--- config.mk ---
export PLATFORM = sky130hd
export DESIGN_NAME = wti_ctrl
export DESIGN_NICKNAME = d
export VERILOG_FILES = /design/src/hw/rtl/wti_pkg.sv /design/src/hw/rtl/wti_ctrl.sv
export SDC_FILE = /design/constraint.sdc
export NUM_CORES = 1
export LEC_CHECK = 0
export BUFFER_PORTS_ARGS = -buffer_cell sky130_fd_sc_hd__buf_2
export CAP_MARGIN = 20
export CORE_AREA = 4 4 41 43
export DETAILED_ROUTE_END_ITERATION = 8
export DIE_AREA = 0 0 45 47
export GPL_TIMING_DRIVEN = 1
export PLACE_DENSITY = 0.72
export SLEW_MARGIN = 40
export SYNTH_ARGS = -nofsm -noshare
export SYNTH_HDL_FRONTEND = slang
export SYNTH_SLANG_ARGS = --single-unit
export TNS_END_PERCENT = 50
--- constraint.sdc ---
create_clock -name clk -period 2.3 [get_ports clk]
set_input_delay 0.345 -clock clk [delete_from_list [all_inputs] [get_ports clk]]
set_output_delay 0.345 -clock clk [all_outputs]
set_load 0.02 [all_outputs]
--- src/hw/rtl/wti_pkg.sv ---
// Shared constants, types and control structures of the waypoint trajectory interpolator.
package wti_pkg;

    // Table dimensions.
    localparam int MAX_POINTS = 64;
    localparam int MAX_JOINTS = 8;

    localparam int PT_W      = $clog2(MAX_POINTS);
    localparam int JNT_W     = (MAX_JOINTS > 1) ? $clog2(MAX_JOINTS) : 1;
    localparam int NP_W      = $clog2(MAX_POINTS + 1);
    localparam int NJ_W      = $clog2(MAX_JOINTS + 1);
    localparam int PA_W      = PT_W + JNT_W;
    localparam int POS_DEPTH = MAX_POINTS << JNT_W;

    // Item and register field widths.
    localparam int CMD_W     = 2;
    localparam int PIDX_W    = 6;
    localparam int JIDX_W    = 3;
    localparam int VAL_W     = 32;
    localparam int NPR_W     = 7;
    localparam int NJR_W     = 4;
    localparam int CFG_W     = 7;
    localparam int CFG_IDX_W = 1;

    // Fraction and divider.
    localparam int FRAC_W    = 17;
    localparam int QUO_W     = 16;
    localparam int DCNT_W    = $clog2(QUO_W);
    localparam int WIDE_W    = VAL_W + 1;
    localparam int PROD_W    = WIDE_W + FRAC_W + 1;

    typedef enum logic [CMD_W-1:0] {
        CMD_WR_TIME = 2'd0,
        CMD_WR_POS  = 2'd1,
        CMD_RESTART = 2'd2,
        CMD_SAMPLE  = 2'd3
    } cmd_t;

    typedef logic [CFG_IDX_W-1:0]    cfg_idx_t;
    typedef logic [CFG_W-1:0]        cfg_data_t;
    typedef logic [NPR_W-1:0]        npr_t;
    typedef logic [NJR_W-1:0]        njr_t;
    typedef logic [PIDX_W-1:0]       pidx_t;
    typedef logic [JIDX_W-1:0]       jidx_t;
    typedef logic signed [VAL_W-1:0] val_t;
    typedef logic signed [WIDE_W-1:0] wide_t;
    typedef logic signed [PROD_W-1:0] prod_t;
    typedef logic [WIDE_W-1:0]       rem_t;
    typedef logic [PT_W-1:0]         pt_t;
    typedef logic [JNT_W-1:0]        jn_t;
    typedef logic [NP_W-1:0]         np_t;
    typedef logic [NJ_W-1:0]         nj_t;
    typedef logic [PA_W-1:0]         paddr_t;
    typedef logic [FRAC_W-1:0]       frac_t;
    typedef logic [DCNT_W-1:0]       dcnt_t;

    localparam cfg_idx_t CFG_NUM_POINTS = 1'b0;
    localparam cfg_idx_t CFG_NUM_JOINTS = 1'b1;
    localparam npr_t     NP_RESET       = 7'd2;
    localparam njr_t     NJ_RESET       = 4'd6;
    localparam frac_t    FRAC_ONE       = 17'h1_0000;

    // Commands from the controller to the datapath.
    typedef struct packed {
        logic ready;      // input channel open
        logic fin_start;  // sample past the last segment: emit the final waypoint
        logic t_next;     // time read address is segment + 1
        logic seg_inc;    // advance the segment
        logic t0_cap;     // capture start time
        logic nd_cap;     // capture numerator and denominator
        logic frac_sel;   // pick the fraction or start the divider
        logic div_step;   // one quotient bit
        logic p_next;     // position read address uses segment + 1
        logic p0_cap;     // capture start position
        logic p1_cap;     // capture position difference
        logic mul;        // form the scaled difference
        logic out_load;   // load the output register
        logic j_inc;      // next joint
    } ctrl_t;

    // Status from the datapath to the controller.
    typedef struct packed {
        logic is_sample;
        logic final_now;
        logic adv_gt;
        logic adv_more;
        logic div_need;
        logic div_last;
        logic out_free;
        logic j_last;
    } stat_t;

endpackage

--- src/hw/rtl/wti_ctrl.sv ---
// Controller state machine of the interpolator: sequences advance, divide and per-joint lerp.
module wti_ctrl (
    input  logic            clk,
    input  logic            rst_n,
    input  logic            in_valid,
    input  wti_pkg::stat_t  st,
    output wti_pkg::ctrl_t  ctl
);

    typedef enum logic [3:0] {
        S_IDLE,
        S_CHECK,
        S_ADV_RD,
        S_ADV_CMP,
        S_T0_RD,
        S_T1_RD,
        S_T1_CAP,
        S_FRAC_SEL,
        S_DIV,
        S_J_RD0,
        S_J_RD1,
        S_J_CAP1,
        S_J_MUL,
        S_J_OUT
    } state_t;

    state_t state_reg;
    state_t state_next;

    always_ff @(posedge clk or negedge rst_n)
    begin
        if (!rst_n)
        begin
            state_reg <= S_IDLE;
        end
        else
        begin
            state_reg <= state_next;
        end
    end

    always_comb
    begin
        ctl        = '0;
        state_next = state_reg;
        case (state_reg)
            S_IDLE:
            begin
                ctl.ready = 1'b1;
                if (in_valid && st.is_sample)
                begin
                    state_next = S_CHECK;
                end
            end
            S_CHECK:
            begin
                if (st.final_now)
                begin
                    ctl.fin_start = 1'b1;
                    state_next    = S_J_RD0;
                end
                else
                begin
                    state_next = S_ADV_RD;
                end
            end
            S_ADV_RD:
            begin
                ctl.t_next = 1'b1;
                state_next = S_ADV_CMP;
            end
            S_ADV_CMP:
            begin
                if (st.adv_gt)
                begin
                    ctl.seg_inc = 1'b1;
                    state_next  = st.adv_more ? S_ADV_RD : S_T0_RD;
                end
                else
                begin
                    state_next = S_T0_RD;
                end
            end
            S_T0_RD:
            begin
                state_next = S_T1_RD;
            end
            S_T1_RD:
            begin
                ctl.t_next = 1'b1;
                ctl.t0_cap = 1'b1;
                state_next = S_T1_CAP;
            end
            S_T1_CAP:
            begin
                ctl.nd_cap = 1'b1;
                state_next = S_FRAC_SEL;
            end
            S_FRAC_SEL:
            begin
                ctl.frac_sel = 1'b1;
                state_next   = st.div_need ? S_DIV : S_J_RD0;
            end
            S_DIV:
            begin
                ctl.div_step = 1'b1;
                if (st.div_last)
                begin
                    state_next = S_J_RD0;
                end
            end
            S_J_RD0:
            begin
                state_next = S_J_RD1;
            end
            S_J_RD1:
            begin
                ctl.p_next = 1'b1;
                ctl.p0_cap = 1'b1;
                state_next = S_J_CAP1;
            end
            S_J_CAP1:
            begin
                ctl.p1_cap = 1'b1;
                state_next = S_J_MUL;
            end
            S_J_MUL:
            begin
                ctl.mul    = 1'b1;
                state_next = S_J_OUT;
            end
            S_J_OUT:
            begin
                if (st.out_free)
                begin
                    ctl.out_load = 1'b1;
                    if (st.j_last)
                    begin
                        state_next = S_IDLE;
                    end
                    else
                    begin
                        ctl.j_inc  = 1'b1;
                        state_next = S_J_RD0;
                    end
                end
            end
            default:
            begin
                state_next = S_IDLE;
            end
        endcase
    end

endmodule

==> results of run 1 <==
==> power by group through the flow <==
stage | registers [mW] | clock network (mW) | logic (mW)
floorplan | 0.150 | 0 | 0.472
global placement | 0.232 | 0 | 0.466
detailed placement | 0.240 | 0 | 0.470
CTS | 0.241 | 0.0951 | 0.474
global route | 0.257 | 0.0977 | 0.525
finish | 0.239 | 0.0914 | 0.473
==> repair_timing <==
item,CTS,global route
endpoints found under the setup margin,0,0
endpoints found under the hold margin,4,0
hold buffers,1,0
gates resized for setup,0,0
==> worst max-delay path, cell delays in order, from the launching register on <==
cell and delay [ps]:
dfrtp_1 650, inv_2 150, or3_1 380, a21oi_1 140, buf_2 180
==> how the worst min path moves through the flow <==
stage / from / to / depth (start not counted)
2_1_floorplan: rst_n / state_reg[0] / 0
3_3_place_gp: rst_n / state_reg[3] / 1
3_5_place_dp: rst_n / state_reg[2] / 1
4_1_cts: rst_n / state_reg[1] / 2
5_1_grt: rst_n / state_reg[1] / 2
6_report: rst_n / state_reg[1] / 2
==> stage by stage <==
step                      util (%)  setup slack (ps)  area, um2
after global routing          46.3               106        603
final                         46.3               208        603
after CTS                     46.3               207        603
after global placement        43.8               545        571
after floorplan                  -               624        468
after detailed placement      43.8               486        571
==> final cells by class <==
cell class / instances / share of cell area, %
Sequential cell: 4 / 16.6
Clock buffer: 3 / 3.73
Timing Repair Buffer: 25 / 21.6
Tap cell: 15 / 3.11
Multi-Input combinational cell: 55 / 51.9
Inverter: 5 / 3.11
==> layer usage <==
metal,up-vias,wire (um),track usage (%)
li1,297,-,-
met4,0,40,10.5
met1,260,573,17.5
met2,33,622,23.7
met5,-,0,0
met3,6,112,1.15
==> logic make-up after synthesis <==
kind of cell,after synthesis,share of synthesized area (%)
xor gates and xnor gates,1,1.87
DFF,4,21.4
AOI/OAI and AO/OA,19,26.5
buffers and inverters,10,11.8
and+or+nand+nor,35,38.5
==> layout by cell type, fill, tap and decap left out, drive strengths merged <==
| cell type | count |
|---|---|
| a22o | 1 |
| o211ai | 1 |
| dfrtp | 4 |
| and3b | 1 |
| and3 | 1 |
| buf | 24 |
| nor2b | 1 |
| or3 | 1 |
| nor3 | 8 |
| nor4 | 2 |
| nand3 | 2 |
| o21ai | 5 |
| a2bb2oi | 1 |
| xnor2 | 1 |
| a31oi | 3 |
| a221oi | 1 |
| nor2 | 8 |
| clkbuf | 3 |
| a21o | 1 |
| o22ai | 2 |
| nand2b | 3 |
| or2 | 1 |
| dlygate4sd3 | 1 |
| nand2 | 7 |
| inv | 5 |
| a21oi | 4 |
==> results.cfg, run 1 <==
[die]
die_area_um2 = 2120
coreArea_um2 = 1300
io_pins = 25
die_h_um = 47
initial_core_util_pct = 36.0
rows = 13
die_w_um = 45

[clock_network]
cts.path.max_buffers = 2
cts_root_buf = clkbuf_4
cts_sinks = 4
clk_latency_ps = 240
htreeDepth = 1
clk_pin_slew_ps = 40
numCtsBuffers = 3
cts_setup_buffers = 0
cts_tree = built

[global_route]
grt_pass1_vias = 544
grt-ovfl-total = 0
grt_max_degree = 18
antenna_found_initial = 0
grt.total_usage_pct = 14.4
grt_pass1_wl_um = 2230

[sta]
worst_pin_slew_ps = 520
finalCriticalPeriod_ps = 2090
fin_tns_setup_ps = 0
hold_viol_final = 0
setup_viol = 0
hold_ws_ps = 438
fmax_ghz = 0.478
period_share_pct = 90.9
max-slew-margin-rel_pct = 65.4
drv_slew = 0
clock_skew_ps = 8.08
rsz0062_at_grt = false

[final_layout]
multi_input_area_um2 = 313
final_cell_count_no_fill = 107
layout.nets = 105
largest_reg_flops = 4
ff_latch_area_um2 = 100
n_antenna_cell = 0
fillers = 154
syn_to_final_growth_pct = 28.9
drive_gt1_share_pct = 34.8

[power]
p_switching_mw = 0.440
p_per_area_nw_per_um2 = 1330
p_comb_share_pct = 58.9
p_total_mw = 0.803
total_leakage_power_nw = 0.308
ir_drop_mv = 0.576
seqPwrFrac_pct = 29.7
p_clk_share_pct = 11.4
internal-power_mw = 0.363
p_sw_share_pct = 54.8

[setup_path]
arrival_ps = 1750
cp-endpoint = ctl[11]
r2r_cells = 4
rrSetupSlack_ps = 840
timing.rr.end = state_reg[1]
crit_type = reg2out
cp_max_fo = 15
startpoint_type = flip-flop
worstReg2RegStart = state_reg[1]
cp_data_required_time_ps = 1960
startpoint = state_reg[1]
cp-end-kind = primary output

[logic_synthesis]
synth_ff_type = dfrtp_1
syn_area_um2 = 468
yosys.area.top_type = dfrtp_1
ys_top_cells_by_count = nor2_1 (8), nor3_1 (8), nand2_1 (6)
yosysSeqAreaShare_pct = 21.4
synth.distinct_cells = 31
syn_nets = 80
synth_edf_count = 0
ys_ff_latch = 4
synth_top_area_share_pct = 21.4
yosys-top-cells-area = dfrtp_1 (21%), nor3_1 (8.6%), nor2_1 (6.4%), nand2_1 (4.8%), a21oi_1 (4.3%)
synthCells = 69
async_reset_ff_share_pct = 100
ys_warn_count = 0
avgSynthCellArea_um2 = 6.78

[placement]
place_congestion = 0.874
port_buffers = 24
place_inst = 103
dp.final_hpwl_um = 987

[route]
drtIter0Drc = 14
avgRoutedWirePerCell_um = 12.6
drc = 0
ant_nets = 0
viasPerCell = 5.57
wirelength_um = 1350
drtPass1Iterations = 4
vias = 596

[min_path]
hp-class = in2async

[status]
status = completed

[run]
maxCapViolations = 0
(Power assumes the default switching activity.)
==> run 2: changes to the inputs <==
Settings changed: PLACE_DENSITY 0.72 to 0.76.
==> run 2 against run 1 <==
Against the previous run: final cell count did not move; largest power group unchanged; global-route usage fell by 1.5 points; first-iteration DRC count did not move.
==> results.cfg, run 2 (same netlist as run 1, synthesis figures left out) <==
[setup_path]
rrSetupSlack_ps = 780
r2r_cells = 4
crit_chain = inv_2 > or3_1 > a21oi_1 > buf_2
cp_max_fo = 15
crit_type = reg2out
arrival_ps = 1720
worstReg2RegStart = state_reg[0]
critPathSlowestCell = dfrtp_1
cp-end-kind = primary output
cp_data_required_time_ps = 1960
max_stage_delay_ps = 650
crit_buf_inv = 2
startpoint_type = flip-flop
critical_path.top_delay_family = flip-flops
timing.rr.end = state_reg[1]

[route]
highest_layer = met3
wirelength_um = 1310
drtIter0Drc = 14
ant_nets = 0
route.met3.wl_um = 117
drc = 0
vias = 577
drtPass1Iterations = 4
viasPerCell = 5.39
avgRoutedWirePerCell_um = 12.3
wl_met2_um = 627
met1_length_um = 566

[power]
total_leakage_power_nw = 0.308
ir_drop_mv = 0.553
p_per_area_nw_per_um2 = 1330

[sta]
setup_viol = 0
finalCriticalPeriod_ps = 2070
drv_slew = 0
hold_viol_final = 0
layout_setup_ws_ps = 232
fmax_ghz = 0.484
rsz0062_at_grt = false
worst_pin_slew_ps = 552
period_share_pct = 89.9
clock_skew_ps = 1.97
max-slew-margin-rel_pct = 63.2
fin_tns_setup_ps = 0

[die]
die_w_um = 45
die_area_um2 = 2120
rows = 13
io_pins = 25
die_h_um = 47
initial_core_util_pct = 36.0
coreArea_um2 = 1300

[final_layout]
final_common_cell = buf_2
syn_to_final_growth_pct = 28.9
n_antenna_cell = 0
largest_reg_flops = 4
fillers = 157
utilization_pct = 46.3
final_cell_mix = buf_2 (24), nor2_1 (8), nor3_1 (8)
final_cell_area_um2 = 603
drive_gt1_share_pct = 34.8
layout.nets = 105

[global_route]
grt_pass1_wl_um = 2050
grt-ovfl-total = 0
grt_max_degree = 18
antenna_found_initial = 0
grt.total_usage_pct = 12.9
grt_pass1_vias = 496

[placement]
dpl_cell_area_um2 = 571
port_buffers = 24
dp.final_hpwl_um = 961
place_ws_ps = 495
place_congestion = 0.867

[clock_network]
cts_tree = built
numCtsBuffers = 3
clk_latency_ps = 230
cts_root_buf = clkbuf_4
cts.path.max_buffers = 2
cts_sinks = 4
clk_pin_slew_ps = 40
htreeDepth = 1

[run]
maxCapViolations = 0

[min_path]
hp-class = in2async

[status]
status = completed
## run 2: cell counts in the layout (fill, tap and decap cells not counted)
No cell type changed its count.
## run 2: layout make-up
type	instances	area (um2)	area share, %
flip-flops and latches	4	100	16.6
clock buffers	3	22.5	3.73
well taps	15	18.8	3.11
repair buffers	25	130	21.6
multi-input cells	55	313	51.9
inverters	5	18.8	3.11
## run 2: how the worst max path moves through the flow
stage	start	to	slack [ps]	cells past startpoint
final	state_reg[1]	ctl[11]	230	4
after global routing	state_reg[1]	ctl[11]	130	4
after CTS	state_reg[1]	ctl[11]	240	4
after detailed placement	state_reg[1]	ctl[11]	490	4
after global placement	state_reg[1]	ctl[11]	550	4
after floorplan	state_reg[2]	ctl[0]	620	3
## run 2: repair_timing
item                       4_1_cts  5_1_grt
gates resized for setup          0        0
setup endpoints to repair        0        0
hold buffers                     1        0
setup buffers                    0        0
hold endpoints to repair         4        0
## run 2: layer usage
metal | track usage [%] | up-vias
met5 | 0 | -
met4 | 3.51 | 0
met3 | 3.83 | 0
met2 | 20.3 | 30
met1 | 17.2 | 255
li1 | - | 292
## run 2: through the flow
step	power [mW]	instances	hold slack (ps)
after CTS	0.801	107	441
after global routing	0.879	107	456
after floorplan	0.622	69	49.4
after detailed placement	0.712	103	155
after global placement	0.696	103	152
final	0.801	107	447
## run 2: where the power goes
part / internal [mW] / switching [mW] / leakage (nW) / total [mW]
Sequential: 0.103 / 0.139 / 0.0477 / 0.243
Clock: 0.0582 / 0.0261 / 0.0138 / 0.0843
Combinational: 0.201 / 0.273 / 0.247 / 0.474
==> run 3: changes to the inputs <==
Clock period 2.3 ns to 2 ns, I/O delays scaled along.
==> run 3 against run 2 <==
Against the previous run: design area up 1.2%; non-clock buffer count grew 1; register-to-register slack got worse by 260 ps; clock skew is 1.8 ps higher; setup slack got worse by 72 ps; total power is 18% higher; clock power rose by 18%; first-iteration DRC count up 14%.
==> results.cfg, run 3 (same netlist as run 1, synthesis figures left out) <==
[sta]
drv_slew = 0
fin_tns_setup_ps = 0
max-slew-margin-rel_pct = 66.0
hold_viol_final = 0
fmax_ghz = 0.544
clock_skew_ps = 3.72
worst_pin_slew_ps = 510
finalCriticalPeriod_ps = 1840
setup_viol = 0
period_share_pct = 92.0
rsz0062_at_grt = false

[global_route]
grt_max_degree = 18
grt_pass1_wl_um = 2240
grt-ovfl-total = 0
grt_pass1_vias = 550
grt.total_usage_pct = 14.6
antenna_found_initial = 0

[clock_network]
cts_resized = 0
cts_hold_buf = 1
clk_pin_slew_ps = 40
clk_latency_ps = 240
htreeDepth = 1
cts_setup_buffers = 0
cts.path.max_buffers = 2
cts_sinks = 4
cts_tree = built
cts_root_buf = clkbuf_4
numCtsBuffers = 3

[route]
wirelength_um = 1400
drtPass1Iterations = 4
ant_nets = 0
vias = 602
drtIter0Drc = 16
avgRoutedWirePerCell_um = 13.0
drc = 0
viasPerCell = 5.57

[setup_path]
max_stage_delay_ps = 550
cp_data_required_time_ps = 1700
arrival_ps = 1540
rrSetupSlack_ps = 520
crit_type = reg2out
startpoint_type = flip-flop
worstReg2RegStart = state_reg[0]
critPathSlowestCell = dfrtp_1
cp_max_fo = 17
timing.rr.end = state_reg[1]
crit_chain = or3_1 > a21oi_1 > buf_2
cp-end-kind = primary output
r2r_cells = 4

[placement]
port_buffers = 24
place_congestion = 0.854
dpl_cell_area_um2 = 578
dp.final_hpwl_um = 1030
place_inst = 104

[die]
initial_core_util_pct = 36.0
rows = 13
die_area_um2 = 2120
die_w_um = 45
io_pins = 25
coreArea_um2 = 1300
die_h_um = 47

[run]
maxCapViolations = 0

[final_layout]
layout.nets = 106
final_common_cell = buf_2
fillers = 155
n_antenna_cell = 0
ff_latch_area_um2 = 100
multi_input_area_um2 = 313
final_cell_area_um2 = 611
drive_gt1_share_pct = 35.5
syn_to_final_growth_pct = 30.5
largest_reg_flops = 4
final_cell_count_no_fill = 108
final_cell_mix = buf_2 (24), nor2_1 (8), nor3_1 (8)

[power]
total_leakage_power_nw = 0.313
ir_drop_mv = 0.600
p_per_area_nw_per_um2 = 1550

[status]
status = completed

[min_path]
hp-class = in2async
run 3: report_power, final:
group          switching (mW)  internal (mW)
clock                  0.0323         0.0670
sequential              0.118          0.120
combinational           0.364          0.244
run 3: worst max-delay path: cells and delay by family (launching register included):
| family | cells | cell delay (ps) |
|---|---|---|
| buf+inv | 1 | 180 |
| compound gates | 1 | 140 |
| flops | 1 | 550 |
| simple gates | 1 | 440 |
run 3: worst max path at each step:
| stage | start | to | slack, ps | depth (start not counted) |
|---|---|---|---|---|
| after floorplan | state_reg[2] | ctl[0] | 370 | 3 |
| after global placement | state_reg[0] | ctl[11] | 440 | 3 |
| after detailed placement | state_reg[0] | ctl[11] | 410 | 3 |
| after CTS | state_reg[0] | ctl[11] | 160 | 3 |
| after global routing | state_reg[3] | ctl[0] | 50 | 3 |
| final | state_reg[0] | ctl[11] | 160 | 3 |
run 3: per-layer routing:
layer	vias to the layer above	wire, um	track usage, %	part of all wire (%)
li1	294	-	-	-
met1	275	554	16.3	40
met2	31	705	26.6	50
met3	2	122	2.68	8.7
met4	0	17	7.02	1.2
met5	-	0	0	0
run 3: layout make-up:
class	count	area share, %
Clock buffer	3	3.69
Inverter	5	3.07
Multi-Input combinational cell	55	51.2
Sequential cell	4	16.4
Tap cell	15	3.07
Timing Repair Buffer	26	22.5
run 3: metrics by stage:
stage | total power [mW] | worst slack (ps) | utilization (%) | hold slack, ps
2_1_floorplan | 0.715 | 369 | - | 4.41
3_3_place_gp | 0.822 | 437 | 44.4 | 105
3_5_place_dp | 0.839 | 407 | 44.4 | 105
4_1_cts | 0.945 | 156 | 46.9 | 396
5_1_grt | 1.03 | 52.8 | 46.9 | 432
6_report | 0.945 | 160 | 46.9 | 416
